`config.mk`:
```
export PLATFORM = sky130hd
export DESIGN_NAME = scale2x_scale3x_pixel_upscaler_top
export DESIGN_NICKNAME = d
export VERILOG_FILES = /design/src/sv/upsc_pkg.sv /design/src/sv/upsc_front.sv /design/src/sv/upsc_queue.sv /design/src/sv/upsc_back.sv /design/src/sv/scale2x_scale3x_pixel_upscaler_top.sv
export SDC_FILE = /design/constraint.sdc
export NUM_CORES = 2
export LEC_CHECK = 0
export BUFFER_PORTS_ARGS = -buffer_cell sky130_fd_sc_hd__buf_2
export CAP_MARGIN = 20
export CORE_MARGIN = 4
export CORE_UTILIZATION = 60
export DETAILED_ROUTE_END_ITERATION = 8
export PLACE_DENSITY = 0.82
export SLEW_MARGIN = 20
export SYNTH_ARGS = -nofsm -noshare
export SYNTH_HDL_FRONTEND = slang
export SYNTH_SLANG_ARGS = --single-unit
```
`constraint.sdc`:
```
create_clock -name clk -period 22.7 [get_ports clk]
set_input_delay 2.27 -clock clk [delete_from_list [all_inputs] [get_ports clk]]
set_output_delay 2.27 -clock clk [all_outputs]
set_load 0.01 [all_outputs]
```
`src/sv/upsc_pkg.sv`:
```
`default_nettype none

package upsc_pkg;

  localparam int PIXEL_BITS_DEF = 32;
  localparam int PIX_FIELD_W    = 32;
  localparam int QUEUE_DEPTH    = 2;

  localparam logic [1:0] SCALE_THREE = 2'd3;

  localparam logic [1:0] SEG_BORDER = 2'd1;
  localparam logic [1:0] SEG_TWO    = 2'd2;
  localparam logic [1:0] SEG_THREE  = 2'd3;

  localparam logic [1:0] REG_X_SCALE = 2'd0;
  localparam logic [1:0] REG_Y_SCALE = 2'd1;
  localparam logic [1:0] REG_BORDER  = 2'd2;

  typedef enum logic [1:0] {
    PH_LEAD,
    PH_SEG,
    PH_TRAIL
  } phase_t;

  typedef struct packed {
    logic [1:0] x_scale;
    logic [1:0] y_scale;
    logic       border_enable;
  } cfg_t;

  typedef struct packed {
    logic lead;
    logic trail_first;
    logic second;
  } job_ctl_t;

  localparam int JOB_CTL_W = $bits(job_ctl_t);

endpackage

`default_nettype wire

```
`src/sv/upsc_front.sv`:
```
`default_nettype none

module upsc_front #(
  parameter int PIXEL_BITS = upsc_pkg::PIXEL_BITS_DEF
) (
  input  logic                            clk,
  input  logic                            rst,
  input  logic                            in_valid,
  output logic                            in_ready,
  input  logic [2:0][PIXEL_BITS-1:0]      in_col,
  input  logic                            in_end,
  output logic                            job_valid,
  input  logic                            job_ready,
  output logic [2:0][2:0][PIXEL_BITS-1:0] job_pix,
  output upsc_pkg::job_ctl_t              job_ctl
);
  import upsc_pkg::*;

  localparam logic [1:0] HELD_NONE = 2'd0;
  localparam logic [1:0] HELD_ONE  = 2'd1;
  localparam logic [1:0] HELD_TWO  = 2'd2;

  logic [1:0]                held;
  logic [1:0]                held_next;
  logic [2:0][PIXEL_BITS-1:0] prev_col;
  logic [2:0][PIXEL_BITS-1:0] cur_col;
  logic                      accept;

  assign in_ready = job_ready;
  assign accept   = in_valid && in_ready;

  always_comb begin
    job_valid = 1'b0;
    job_pix[0] = prev_col;
    job_pix[1] = cur_col;
    job_pix[2] = in_col;
    job_ctl   = '0;
    held_next = held;
    case (held)
      HELD_NONE: begin
        job_valid = accept && in_end;
        job_pix[0] = in_col;
        job_pix[1] = in_col;
        job_ctl.lead = 1'b1;
        job_ctl.trail_first = 1'b1;
        held_next = in_end ? HELD_NONE : HELD_ONE;
      end
      HELD_ONE: begin
        job_valid = accept;
        job_pix[0] = cur_col;
        job_ctl.lead = 1'b1;
        job_ctl.second = in_end;
        held_next = in_end ? HELD_NONE : HELD_TWO;
      end
      default: begin
        job_valid = accept;
        job_ctl.second = in_end;
        held_next = in_end ? HELD_NONE : HELD_TWO;
      end
    endcase
  end

  always_ff @(posedge clk) begin
    if (rst) begin
      held <= HELD_NONE;
    end else if (accept) begin
      held <= held_next;
    end
  end

  always_ff @(posedge clk) begin
    if (accept) begin
      if (held != HELD_NONE) begin
        prev_col <= cur_col;
      end
      cur_col <= in_col;
    end
  end

endmodule

`default_nettype wire

```
`src/sv/upsc_queue.sv`:
```
`default_nettype none

module upsc_queue #(
  parameter int WIDTH = 8,
  parameter int DEPTH = upsc_pkg::QUEUE_DEPTH
) (
  input  logic             clk,
  input  logic             rst,
  input  logic             in_valid,
  output logic             in_ready,
  input  logic [WIDTH-1:0] in_data,
  output logic             out_valid,
  input  logic             out_ready,
  output logic [WIDTH-1:0] out_data
);
  import upsc_pkg::*;

  localparam int PTR_W = (DEPTH > 1) ? $clog2(DEPTH) : 1;
  localparam int CNT_W = $clog2(DEPTH + 1);

  logic [DEPTH-1:0][WIDTH-1:0] slots;
  logic [PTR_W-1:0]            wr_ptr;
  logic [PTR_W-1:0]            rd_ptr;
  logic [CNT_W-1:0]            count;
  logic                        push;
  logic                        pop;

  assign in_ready  = (count != CNT_W'(DEPTH));
  assign out_valid = (count != '0);
  assign out_data  = slots[rd_ptr];
  assign push      = in_valid && in_ready;
  assign pop       = out_valid && out_ready;

  always_ff @(posedge clk) begin
    if (rst) begin
      wr_ptr <= '0;
      rd_ptr <= '0;
      count  <= '0;
    end else begin
      if (push) begin
        wr_ptr <= (wr_ptr == PTR_W'(DEPTH - 1)) ? '0 : wr_ptr + 1'b1;
      end
      if (pop) begin
        rd_ptr <= (rd_ptr == PTR_W'(DEPTH - 1)) ? '0 : rd_ptr + 1'b1;
      end
      if (push && !pop) begin
        count <= count + 1'b1;
      end else if (pop && !push) begin
        count <= count - 1'b1;
      end
    end
  end

  always_ff @(posedge clk) begin
    if (push) begin
      slots[wr_ptr] <= in_data;
    end
  end

endmodule

`default_nettype wire

```
`src/sv/upsc_back.sv`:
```
`default_nettype none

module upsc_back #(
  parameter int PIXEL_BITS = upsc_pkg::PIXEL_BITS_DEF
) (
  input  logic                                  clk,
  input  logic                                  rst,
  input  upsc_pkg::cfg_t                        cfg,
  input  logic                                  job_valid,
  output logic                                  job_pop,
  input  logic [2:0][2:0][PIXEL_BITS-1:0]       job_pix,
  input  upsc_pkg::job_ctl_t                    job_ctl,
  output logic                                  out_valid,
  input  logic                                  out_ready,
  output logic [1:0]                            out_row,
  output logic [upsc_pkg::PIX_FIELD_W-1:0]      seg_pixel0,
  output logic [upsc_pkg::PIX_FIELD_W-1:0]      seg_pixel1,
  output logic [upsc_pkg::PIX_FIELD_W-1:0]      seg_pixel2,
  output logic [1:0]                            seg_count,
  output logic                                  run_last
);
  import upsc_pkg::*;

  phase_t                     phase;
  phase_t                     phase_next;
  phase_t                     eff;
  logic                       col;
  logic                       col_next;
  logic [1:0]                 row;
  logic [1:0]                 row_next;
  logic [1:0]                 rows_m1;
  logic                       x3;
  logic                       lead_here;
  logic                       trail_here;
  logic                       row_done;
  logic                       last_step;
  logic                       adv;
  logic                       sw;
  logic [2:0][PIXEL_BITS-1:0] lc;
  logic [2:0][PIXEL_BITS-1:0] mc;
  logic [2:0][PIXEL_BITS-1:0] rc;
  logic [PIXEL_BITS-1:0]      u;
  logic [PIXEL_BITS-1:0]      d;
  logic [PIXEL_BITS-1:0]      c;
  logic [PIXEL_BITS-1:0]      l;
  logic [PIXEL_BITS-1:0]      r;
  logic [PIXEL_BITS-1:0]      ul;
  logic [PIXEL_BITS-1:0]      ur;
  logic [PIXEL_BITS-1:0]      ep0;
  logic [PIXEL_BITS-1:0]      ep1;
  logic [PIXEL_BITS-1:0]      ep2;
  logic [PIXEL_BITS-1:0]      cq0;
  logic [PIXEL_BITS-1:0]      cq1;
  logic [PIXEL_BITS-1:0]      p0;
  logic [PIXEL_BITS-1:0]      p1;
  logic [PIXEL_BITS-1:0]      p2;

  assign x3      = (cfg.x_scale == SCALE_THREE);
  assign rows_m1 = (cfg.y_scale == SCALE_THREE) ? 2'd2 : 2'd1;

  // The second column of a job is the last column of the row, seen with its
  // right neighbor replicated.
  assign lc = col ? job_pix[1] : job_pix[0];
  assign mc = col ? job_pix[2] : job_pix[1];
  assign rc = job_pix[2];

  assign lead_here  = cfg.border_enable && job_ctl.lead && !col;
  assign trail_here = cfg.border_enable && (col || job_ctl.trail_first);
  assign eff        = (phase == PH_LEAD && !lead_here) ? PH_SEG : phase;

  always_comb begin
    sw = (row != 2'd0);
    u  = sw ? mc[2] : mc[0];
    d  = sw ? mc[0] : mc[2];
    c  = mc[1];
    l  = lc[1];
    r  = rc[1];
    ul = sw ? lc[2] : lc[0];
    ur = sw ? rc[2] : rc[0];

    ep0 = c;
    ep1 = c;
    ep2 = '0;
    if (x3) begin
      ep2 = c;
      if (u != d && l != r) begin
        ep0 = (l == u) ? l : c;
        ep1 = ((l == u && c != ur) || (r == u && c != ul)) ? u : c;
        ep2 = (r == u) ? r : c;
      end
    end else begin
      ep0 = (l == u && d != u && r != u) ? u : c;
      ep1 = (r == u && d != u && l != u) ? u : c;
    end

    cq0 = c;
    cq1 = c;
    if (mc[0] != mc[2] && l != r) begin
      cq0 = ((l == mc[0] && c != lc[2]) || (l == mc[2] && c != lc[0])) ? l : c;
      cq1 = ((r == mc[0] && c != rc[2]) || (r == mc[2] && c != rc[0])) ? r : c;
    end

    if (row == 2'd0 || row >= rows_m1) begin
      p0 = ep0;
      p1 = ep1;
      p2 = ep2;
    end else if (x3) begin
      p0 = cq0;
      p1 = c;
      p2 = cq1;
    end else begin
      p0 = cq0;
      p1 = cq1;
      p2 = '0;
    end
  end

  always_comb begin
    phase_next = phase;
    row_next   = row;
    col_next   = col;
    row_done   = 1'b0;
    last_step  = 1'b0;
    case (eff)
      PH_LEAD:  phase_next = PH_SEG;
      PH_SEG: begin
        if (trail_here) begin
          phase_next = PH_TRAIL;
        end else begin
          row_done = 1'b1;
        end
      end
      PH_TRAIL: row_done = 1'b1;
      default:  row_done = 1'b1;
    endcase
    if (row_done) begin
      phase_next = PH_LEAD;
      if (row >= rows_m1) begin
        row_next = 2'd0;
        if (!col && job_ctl.second) begin
          col_next = 1'b1;
        end else begin
          col_next  = 1'b0;
          last_step = 1'b1;
        end
      end else begin
        row_next = row + 2'd1;
      end
    end
  end

  assign adv     = job_valid && (!out_valid || out_ready);
  assign job_pop = adv && last_step;

  always_ff @(posedge clk) begin
    if (rst) begin
      phase <= PH_LEAD;
      row   <= 2'd0;
      col   <= 1'b0;
    end else if (adv) begin
      phase <= phase_next;
      row   <= row_next;
      col   <= col_next;
    end
  end

  always_ff @(posedge clk) begin
    if (rst) begin
      out_valid <= 1'b0;
    end else if (adv) begin
      out_valid <= 1'b1;
    end else if (out_ready) begin
      out_valid <= 1'b0;
    end
  end

  always_ff @(posedge clk) begin
    if (adv) begin
      out_row  <= row;
      run_last <= last_step;
      if (eff == PH_SEG) begin
        seg_pixel0 <= PIX_FIELD_W'(p0);
        seg_pixel1 <= PIX_FIELD_W'(p1);
        seg_pixel2 <= PIX_FIELD_W'(p2);
        seg_count  <= x3 ? SEG_THREE : SEG_TWO;
      end else begin
        seg_pixel0 <= '0;
        seg_pixel1 <= '0;
        seg_pixel2 <= '0;
        seg_count  <= SEG_BORDER;
      end
    end
  end

endmodule

`default_nettype wire

```
`src/sv/scale2x_scale3x_pixel_upscaler_top.sv`:
```
// Channel  Direction  Handshake              Payload
// s_axis   in         s_axis_tvalid/tready   tdata: above, center, below; tlast: row end
// m_axis   out        m_axis_tvalid/tready   tdata: pixel0..2, count; tuser: row; tlast
// apb      in         psel/penable/pready    x_scale @0x0, y_scale @0x4, border_enable @0x8
//
// The output side delivers one result per cycle while a job is queued and m_axis does not stall; a column item
// yields 0 to 12 results, two to nine for each column that the scaling sequencer expands.
// The first column of a longer row yields nothing until its right neighbor arrives.
// A two-entry column queue lets the input side take items while the sequencer works.
// Reset clears the window count, the queue and the sequencer; no clearing pass is needed.
// A stall on m_axis holds the output register, then fills the queue, then drops s_axis_tready.
`default_nettype none

module scale2x_scale3x_pixel_upscaler_top #(
  parameter int PIXEL_BITS = upsc_pkg::PIXEL_BITS_DEF
) (
  input  logic         clk,
  input  logic         rst,
  input  logic         s_axis_tvalid,
  output logic         s_axis_tready,
  input  logic [95:0]  s_axis_tdata,   // pixel_above, pixel_center, pixel_below
  input  logic         s_axis_tlast,   // row_end
  output logic         m_axis_tvalid,
  input  logic         m_axis_tready,
  output logic [103:0] m_axis_tdata,   // seg_pixel0, seg_pixel1, seg_pixel2, seg_count
  output logic [1:0]   m_axis_tuser,   // out_row
  output logic         m_axis_tlast,   // run_last
  input  logic         psel,
  input  logic         penable,
  input  logic         pwrite,
  input  logic [3:0]   paddr,
  input  logic [31:0]  pwdata,
  output logic [31:0]  prdata,
  output logic         pready
);
  import upsc_pkg::*;

  localparam int JOB_W = 9 * PIXEL_BITS + JOB_CTL_W;

  cfg_t                            cfg;
  logic [1:0]                      x_scale;
  logic [1:0]                      y_scale;
  logic                            border_enable;
  logic                            cfg_write;
  logic [2:0][PIXEL_BITS-1:0]      in_col;
  logic                            f_valid;
  logic                            f_ready;
  logic [2:0][2:0][PIXEL_BITS-1:0] f_pix;
  job_ctl_t                        f_ctl;
  logic                            b_valid;
  logic                            b_pop;
  logic [2:0][2:0][PIXEL_BITS-1:0] b_pix;
  job_ctl_t                        b_ctl;
  logic [JOB_W-1:0]                q_in;
  logic [JOB_W-1:0]                q_out;
  logic [1:0]                      seg_count;
  logic [PIX_FIELD_W-1:0]          seg_pixel0;
  logic [PIX_FIELD_W-1:0]          seg_pixel1;
  logic [PIX_FIELD_W-1:0]          seg_pixel2;

  assign pready    = 1'b1;
  assign cfg_write = psel && penable && pwrite && pready;

  always_ff @(posedge clk) begin
    if (rst) begin
      x_scale       <= 2'd2;
      y_scale       <= 2'd2;
      border_enable <= 1'b0;
    end else if (cfg_write) begin
      case (paddr[3:2])
        REG_X_SCALE: x_scale       <= pwdata[1:0];
        REG_Y_SCALE: y_scale       <= pwdata[1:0];
        REG_BORDER:  border_enable <= pwdata[0];
        default:     ;
      endcase
    end
  end

  always_comb begin
    case (paddr[3:2])
      REG_X_SCALE: prdata = {30'd0, x_scale};
      REG_Y_SCALE: prdata = {30'd0, y_scale};
      REG_BORDER:  prdata = {31'd0, border_enable};
      default:     prdata = 32'd0;
    endcase
  end

  assign cfg.x_scale       = x_scale;
  assign cfg.y_scale       = y_scale;
  assign cfg.border_enable = border_enable;

  assign in_col[0] = s_axis_tdata[0 +: PIXEL_BITS];
  assign in_col[1] = s_axis_tdata[PIX_FIELD_W +: PIXEL_BITS];
  assign in_col[2] = s_axis_tdata[2*PIX_FIELD_W +: PIXEL_BITS];

  upsc_front #(
    .PIXEL_BITS(PIXEL_BITS)
  ) u_front (
    .clk       (clk),
    .rst       (rst),
    .in_valid  (s_axis_tvalid),
    .in_ready  (s_axis_tready),
    .in_col    (in_col),
    .in_end    (s_axis_tlast),
    .job_valid (f_valid),
    .job_ready (f_ready),
    .job_pix   (f_pix),
    .job_ctl   (f_ctl)
  );

  assign q_in = {f_ctl, f_pix};

  upsc_queue #(
    .WIDTH (JOB_W),
    .DEPTH (QUEUE_DEPTH)
  ) u_queue (
    .clk       (clk),
    .rst       (rst),
    .in_valid  (f_valid),
    .in_ready  (f_ready),
    .in_data   (q_in),
    .out_valid (b_valid),
    .out_ready (b_pop),
    .out_data  (q_out)
  );

  assign {b_ctl, b_pix} = q_out;

  upsc_back #(
    .PIXEL_BITS(PIXEL_BITS)
  ) u_back (
    .clk        (clk),
    .rst        (rst),
    .cfg        (cfg),
    .job_valid  (b_valid),
    .job_pop    (b_pop),
    .job_pix    (b_pix),
    .job_ctl    (b_ctl),
    .out_valid  (m_axis_tvalid),
    .out_ready  (m_axis_tready),
    .out_row    (m_axis_tuser),
    .seg_pixel0 (seg_pixel0),
    .seg_pixel1 (seg_pixel1),
    .seg_pixel2 (seg_pixel2),
    .seg_count  (seg_count),
    .run_last   (m_axis_tlast)
  );

  assign m_axis_tdata = {6'd0, seg_count, seg_pixel2, seg_pixel1, seg_pixel0};

  assert property (@(posedge clk) disable iff (rst)
    m_axis_tvalid && seg_count != SEG_BORDER |->
      seg_count == ((x_scale == SCALE_THREE) ? SEG_THREE : SEG_TWO))
    else $error("segment width does not follow the horizontal factor");

  assert property (@(posedge clk) disable iff (rst)
    m_axis_tvalid |-> m_axis_tuser != 2'd3 &&
      (y_scale == SCALE_THREE || m_axis_tuser != 2'd2))
    else $error("output row beyond the vertical factor");

  assert property (@(posedge clk) disable iff (rst)
    m_axis_tvalid && seg_count == SEG_BORDER |->
      border_enable && seg_pixel0 == '0 && seg_pixel1 == '0 && seg_pixel2 == '0)
    else $error("border item without border enabled or with nonzero pixels");

endmodule

`default_nettype wire

```
Word-level counts from Yosys, hierarchy flattened
Cells that the tools add are included.

word-level totals
  flip-flop bits (word level) = 892
  word-level logic and storage cells = 178

cells by class
  add/subtract/negate cells = 5
  order comparisons = 4
  eq/ne operators = 26
  mux-type cells = 60
  reductions and logical operators = 58

operators by type and width
  cell                                                    count
  2-to-1 mux 291 bit                                      3
  2-to-1 mux 32 bit                                       24
  bitwise mux 582 bit                                     1
  inequality test 32 bit                                  12
  demux 291 bit (select 1 bit)                            1
  2-to-1 mux 96 bit                                       3
  equality test 32 bit                                    6
  one-hot mux 96 bit (2 select lines)                     1
  logical AND 1 bit                                       28
  2-to-1 mux 2 bit                                        9
  2-to-1 mux 1 bit                                        15
  zero test 2 bit                                         5
  AND reduction 2 bit                                     5
  nonzero test 2 bit                                      5
  equality test 2 x 1 -> 1 bit (second input constant)    3
  equality test 2 bit (second input constant)             3
  logical OR 1 bit                                        6
  one-hot mux 2 bit (3 select lines)                      1
  AND reduction 3 bit                                     2
  zero test 1 bit                                         5
  adder 2 x 1 -> 2 bit (second input constant)            2
  < comparator 1 x 2 -> 1 bit (second input constant)     2
  one-hot mux 2 bit (2 select lines)                      1
  inequality test 3 x 1 -> 1 bit (second input constant)  1
  other kinds (8)                                         9

Logic depth before layout (Yosys ltp)
  depth in word-level cells = 15
  mapped depth = 19
  depth with buffers taken out = 12

Hierarchy
Synthesis repeated with hierarchy kept, for this count alone.

unflattened totals
  cell total of the unflattened synthesis = 3487
  area, all modules = 47590.6 sq um

modules (own cells, without submodules)
  module                              times used  cells each  area an instance (sq um)  seq. area each (sq um)
  upsc_queue                          1           927         21306.7                   17556.8
  upsc_back                           1           1766        16031.6                   3153.0
  upsc_front                          1           729         9718.1                    5805.6
  scale2x_scale3x_pixel_upscaler_top  1           65          534.3                     100.1

Worst setup path before layout
Ideal clock, no wire load.

  kind = input -> register
  start = input port s_axis_tvalid
  end = register u_queue.slots[0] (netlist name), enable pin
  setup time = 984 ps
  arrival time = 18236 ps
  required time = 21716 ps
  path slack = 3481 ps
  stages = 4
  path buffers = 1
  cell sequence = and2_1 clkbuf_1 o21a_1 nor2b_1

between the ends
  word-level cells in the longest chain between the ends = 4

ends and longest elaborated chain
  element                        RTL line                                  source
  start, declared                scale2x_scale3x_pixel_upscaler_top.sv:19  input logic s_axis_tvalid,
  logical AND 1 bit *            upsc_front.sv:30                          assign accept = in_valid && in_ready;
  via u_front.accept             upsc_front.sv:27                          logic accept;
  logical AND 1 bit              upsc_front.sv:41                          job_valid = accept && in_end;
  2-to-1 mux 1 bit *             upsc_front.sv:39                          case (held)
  logical AND 1 bit *            upsc_queue.sv:31                          assign push = in_valid && in_ready;
  via u_queue.push               upsc_queue.sv:25                          logic push;
  end signal, assigned by index  upsc_queue.sv:56                          slots[wr_ptr] <= in_data;
  end, declared                  upsc_queue.sv:21                          logic [DEPTH-1:0][WIDTH-1:0] slots;

Mark *: on every way through the listed nets, which the timed path passes. The rest lies on a longest branch.
A chain may end at the register's enable or synchronous reset.

Worst setup path in the final report
  start = register u_queue.rd_ptr
  end = register u_back.seg_pixel1[15] (netlist name) (data pin)

between the ends
  word-level cells in the longest chain between the ends = 11

ends and longest elaborated chain
  element                                                   RTL line                          source
  start, declared                                           upsc_queue.sv:23                  logic [PTR_W-1:0] rd_ptr;
  start signal, assigned                                    upsc_queue.sv:44                  rd_ptr <= (rd_ptr == PTR_W'(DEPTH - 1)) ? '0 : rd_ptr + 1'b1;
  2-to-1 mux 291 bit (implied by the code) * (2 in series)  upsc_queue.sv:30                  assign out_data = slots[rd_ptr];
  2-to-1 mux 96 bit, on equally long branches               upsc_back.sv:64, upsc_back.sv:63
  2-to-1 mux 32 bit, on equally long branches               upsc_back.sv:73, upsc_back.sv:78
  equality test 32 bit (tied with other cells)              upsc_back.sv:88                   ep1 = ((l == u && c != ur) || (r == u && c != ul)) ? u : c;
  logical AND 1 bit                                         upsc_back.sv:88
  logical OR 1 bit                                          upsc_back.sv:88
  2-to-1 mux 32 bit                                         upsc_back.sv:88
  2-to-1 mux 32 bit                                         upsc_back.sv:86                   if (u != d && l != r) begin
  2-to-1 mux 32 bit                                         upsc_back.sv:84                   if (x3) begin
  2-to-1 mux 32 bit                                         upsc_back.sv:103                  if (row == 2'd0 || row >= rows_m1) begin
  end signal, assigned                                      upsc_back.sv:183                  seg_pixel1 <= PIX_FIELD_W'(p1);
  end, declared                                             upsc_back.sv:17                   output logic [upsc_pkg::PIX_FIELD_W-1:0] seg_pixel1,

Mark *: on every way between the ends. The rest lies on a longest branch, timed or not. The select of a mux whose other input is x is not followed.

==> results.cfg <==
[final_layout]
fin_nets = 3631
multi_input_area_mm2 = 0.01959
regArea_mm2 = 0.02663
fill_cells = 5401
final_core_util = 0.6627
stdcell_count = 4615
areaGrowthSynthToFinish_pct = 9.657
final_layout_size_suffix_gt1_frac = 0.2525

[detailed_routing]
drt_iter0_markers = 5815
antenna_left = 0
viasPerCell = 6.982
drc = 0
avgRoutedWirePerCell_um = 33.72
vias = 32224
first_pass_iters = 8
drt_wl_total_um = 155600

[worst_setup_path]
crit_fanout = 46
end_kind = flip-flop
r2r-end = u_back.seg_pixel1[15]
rrSetupSlack_ns = 15.12
cp.required_ns = 23.15
reg2regPathDepth = 13
startpoint_type = flip-flop
timing.rr.start = u_queue.rd_ptr
criticalPathCategory = flip-flop to flip-flop
cp.arrival_ns = 8.03

[placement]
dp_hpwl_um = 107400
place_inst = 4444
port_buffers = 212
place_congestion = 1.066

[yosys]
syn_avg_cell_area_um2 = 14.23
synth_top_cell_area_share = 0.5522
netlist_top_cells_area = edfxtp_1 (55%), mux4_2 (9.2%), mux2i_1 (6.4%), xnor2_1 (5.8%), mux2_2 (4.2%)
yosysTopAreaCell = edfxtp_1
synthArstFlopShare = 0
yosys.cell_types.count = 71
yosysWarnings = 0
syn-cell-area_mm2 = 0.04759
synth_edf_count = 875
yosysMostFrequentCell = edfxtp_1
ys_top_cells_by_count = edfxtp_1 (875), xnor2_1 (314), mux2i_1 (304)
synth-seq-area-share = 0.5593
synth-seq-cells = 892
ys.flop_type = edfxtp_1
synthesis.instances = 3345

[sta]
timing.slew.headroom = 0.1339
finalMaxSlewViolations = 0
tns_ns = 0
hold_slack_ns = 0.4712
tightest_slew_ns = 1.299
finalHoldViolations = 0
fmax_ghz = 0.1319
rsz0062_at_grt = no
period_share = 0.3339
skew_ns = 0.03565
period_needed_ns = 7.579
setup-violations-final = 0

[clock_network]
post_cts_buffers = 0
ctsHtreeMaxLevel = 3
clock_latency_ns = 0.68
cts_tree = built
cts_hold_buf = 0
post_cts_resized = 0
cts-root-buf = clkbuf_16
clockBufferDepth = 3
cts_buffers = 91
clock-sinks = 892
clk_pin_slew_ns = 0.06

[status]
status = finished clean

[min_path]
holdPathEnd = u_front.prev_col[33]
hold_depth = 0
hold_path_startpoint = u_front.cur_col[33]
hold_class = flip-flop to flip-flop

[global_routing]
overflow = 0
grt_pass1_vias = 30388
grtUsageTotal = 0.3680
antenna_found_initial = 14
grt_pass1_wl_um = 219300
grt_max_degree = 168

[die]
io_pins = 282
design.die.area_mm2 = 0.08388
rows = 103
die_w_um = 289.6
die_y_um = 289.6
core_area_mm2 = 0.07874
start_util = 0.6043

[flow_run]
max-cap-violations = 0

[pwr]
p_leak_uw = 0.01693
p_per_area_mw_per_mm2 = 145.8
peakVddDrop_uv = 81.84
power_uw = 7609
[worst max-delay path, cell delays in order, from the launching register on]
cell and delay (ns):
dfxtp_4 0.75, buf_4 0.77, buf_4 0.77, mux4_2 0.83
xnor2_1 0.86, nand4_1 0.56, nor4_1 0.59, nand4_1 0.29
mux2_2 0.54, nor3b_4 0.24, buf_4 0.28, a22oi_1 0.32
a31oi_1 0.13, o221ai_1 0.34
[report_power, final]
part           switching (µW)  internal, µW
sequential                167          2280
combinational            2410          1270
clock                     639           844
[per-stage QoR]
stage / area [µm²] / worst slack [ns]
after floorplan: 47720 / 3.481
after global placement: 49210 / 15.40
after detailed placement: 49220 / 15.38
after CTS: 52160 / 15.34
after global routing: 52180 / 14.96
final: 52180 / 15.12
[logic make-up (layout without fill, tap and decap cells)]
group / after synthesis / after routing / synth area share
flip-flops: 892 / 892 / 0.5593
buffers and inverters: 285 / 462 / 0.03352
multiplexers: 711 / 711 / 0.2093
XOR/XNOR: 386 / 386 / 0.07104
other: 2 / 45 / 0.0001578
AO/OA/AOI/OAI: 453 / 453 / 0.06273
adder cells (fa/ha/maj): 4 / 4 / 0.001052
AND/OR/NAND/NOR: 612 / 612 / 0.06289
[flip-flops by register name (all words and copies together), names as in the netlist, 32 cells and up]
| signal | cells |
|---|---|
| u_queue.slots | 582 |
| u_front.cur_col | 96 |
| u_front.prev_col | 96 |
| u_back.seg_pixel0 | 32 |
| u_back.seg_pixel1 | 32 |
| u_back.seg_pixel2 | 32 |
[how the worst max path moves through the flow]
stage	startpoint	endpoint	slack [ns]	depth (start not counted)
3_5_place_dp	u_queue.rd_ptr	u_back.seg_pixel1[9]	15.38	13
4_1_cts	u_queue.rd_ptr	u_back.seg_pixel1[9]	15.34	13
2_1_floorplan	s_axis_tvalid	u_queue.slots[0]	3.48	4
6_report	u_queue.rd_ptr	u_back.seg_pixel1[15]	15.12	13
5_1_grt	u_queue.rd_ptr	u_back.seg_pixel1[9]	14.96	13
3_3_place_gp	u_queue.rd_ptr	u_back.seg_pixel1[7]	15.40	13
[per-layer routing]
layer,vias up,track usage,wire [µm]
met5,-,0,57
met4,8,0.2076,10560
met3,482,0.09859,20170
met2,2561,0.5455,68820
met1,15996,0.4976,56010
li1,13177,-,-
[cells in the final DEF (no fill, tap or decap), types with 18 or more instances in the layout]
cell,n
a211oi_2,30
a21oi_1,66
a22oi_1,24
a31oi_1,20
and3_1,32
buf_2,212
buf_4,69
clkbuf_16,93
clkinv_1,18
clkinv_2,18
conb_1,37
edfxtp_1,875
mux2_2,178
mux2i_1,303
mux2i_2,29
mux4_2,195
nand2_1,187
nand3_1,36
nand4_1,50
nor2_1,146
nor3_1,19
nor4_1,59
o211ai_1,20
o21ai_0,171
o22ai_1,32
o31ai_1,29
xnor2_1,314
xor2_1,72
[layout make-up]
| type | count | share of cell area |
|---|---|---|
| diodes | 8 | 0.0003836 |
| clock buffers | 108 | 0.04568 |
| clock inverters | 55 | 0.01065 |
| inverters | 15 | 0.001175 |
| multi-input cells | 2203 | 0.3754 |
| flip-flops and latches | 892 | 0.5103 |
| well taps | 1050 | 0.02518 |
| repair buffers | 284 | 0.03124 |
(Power assumes the default switching activity.)
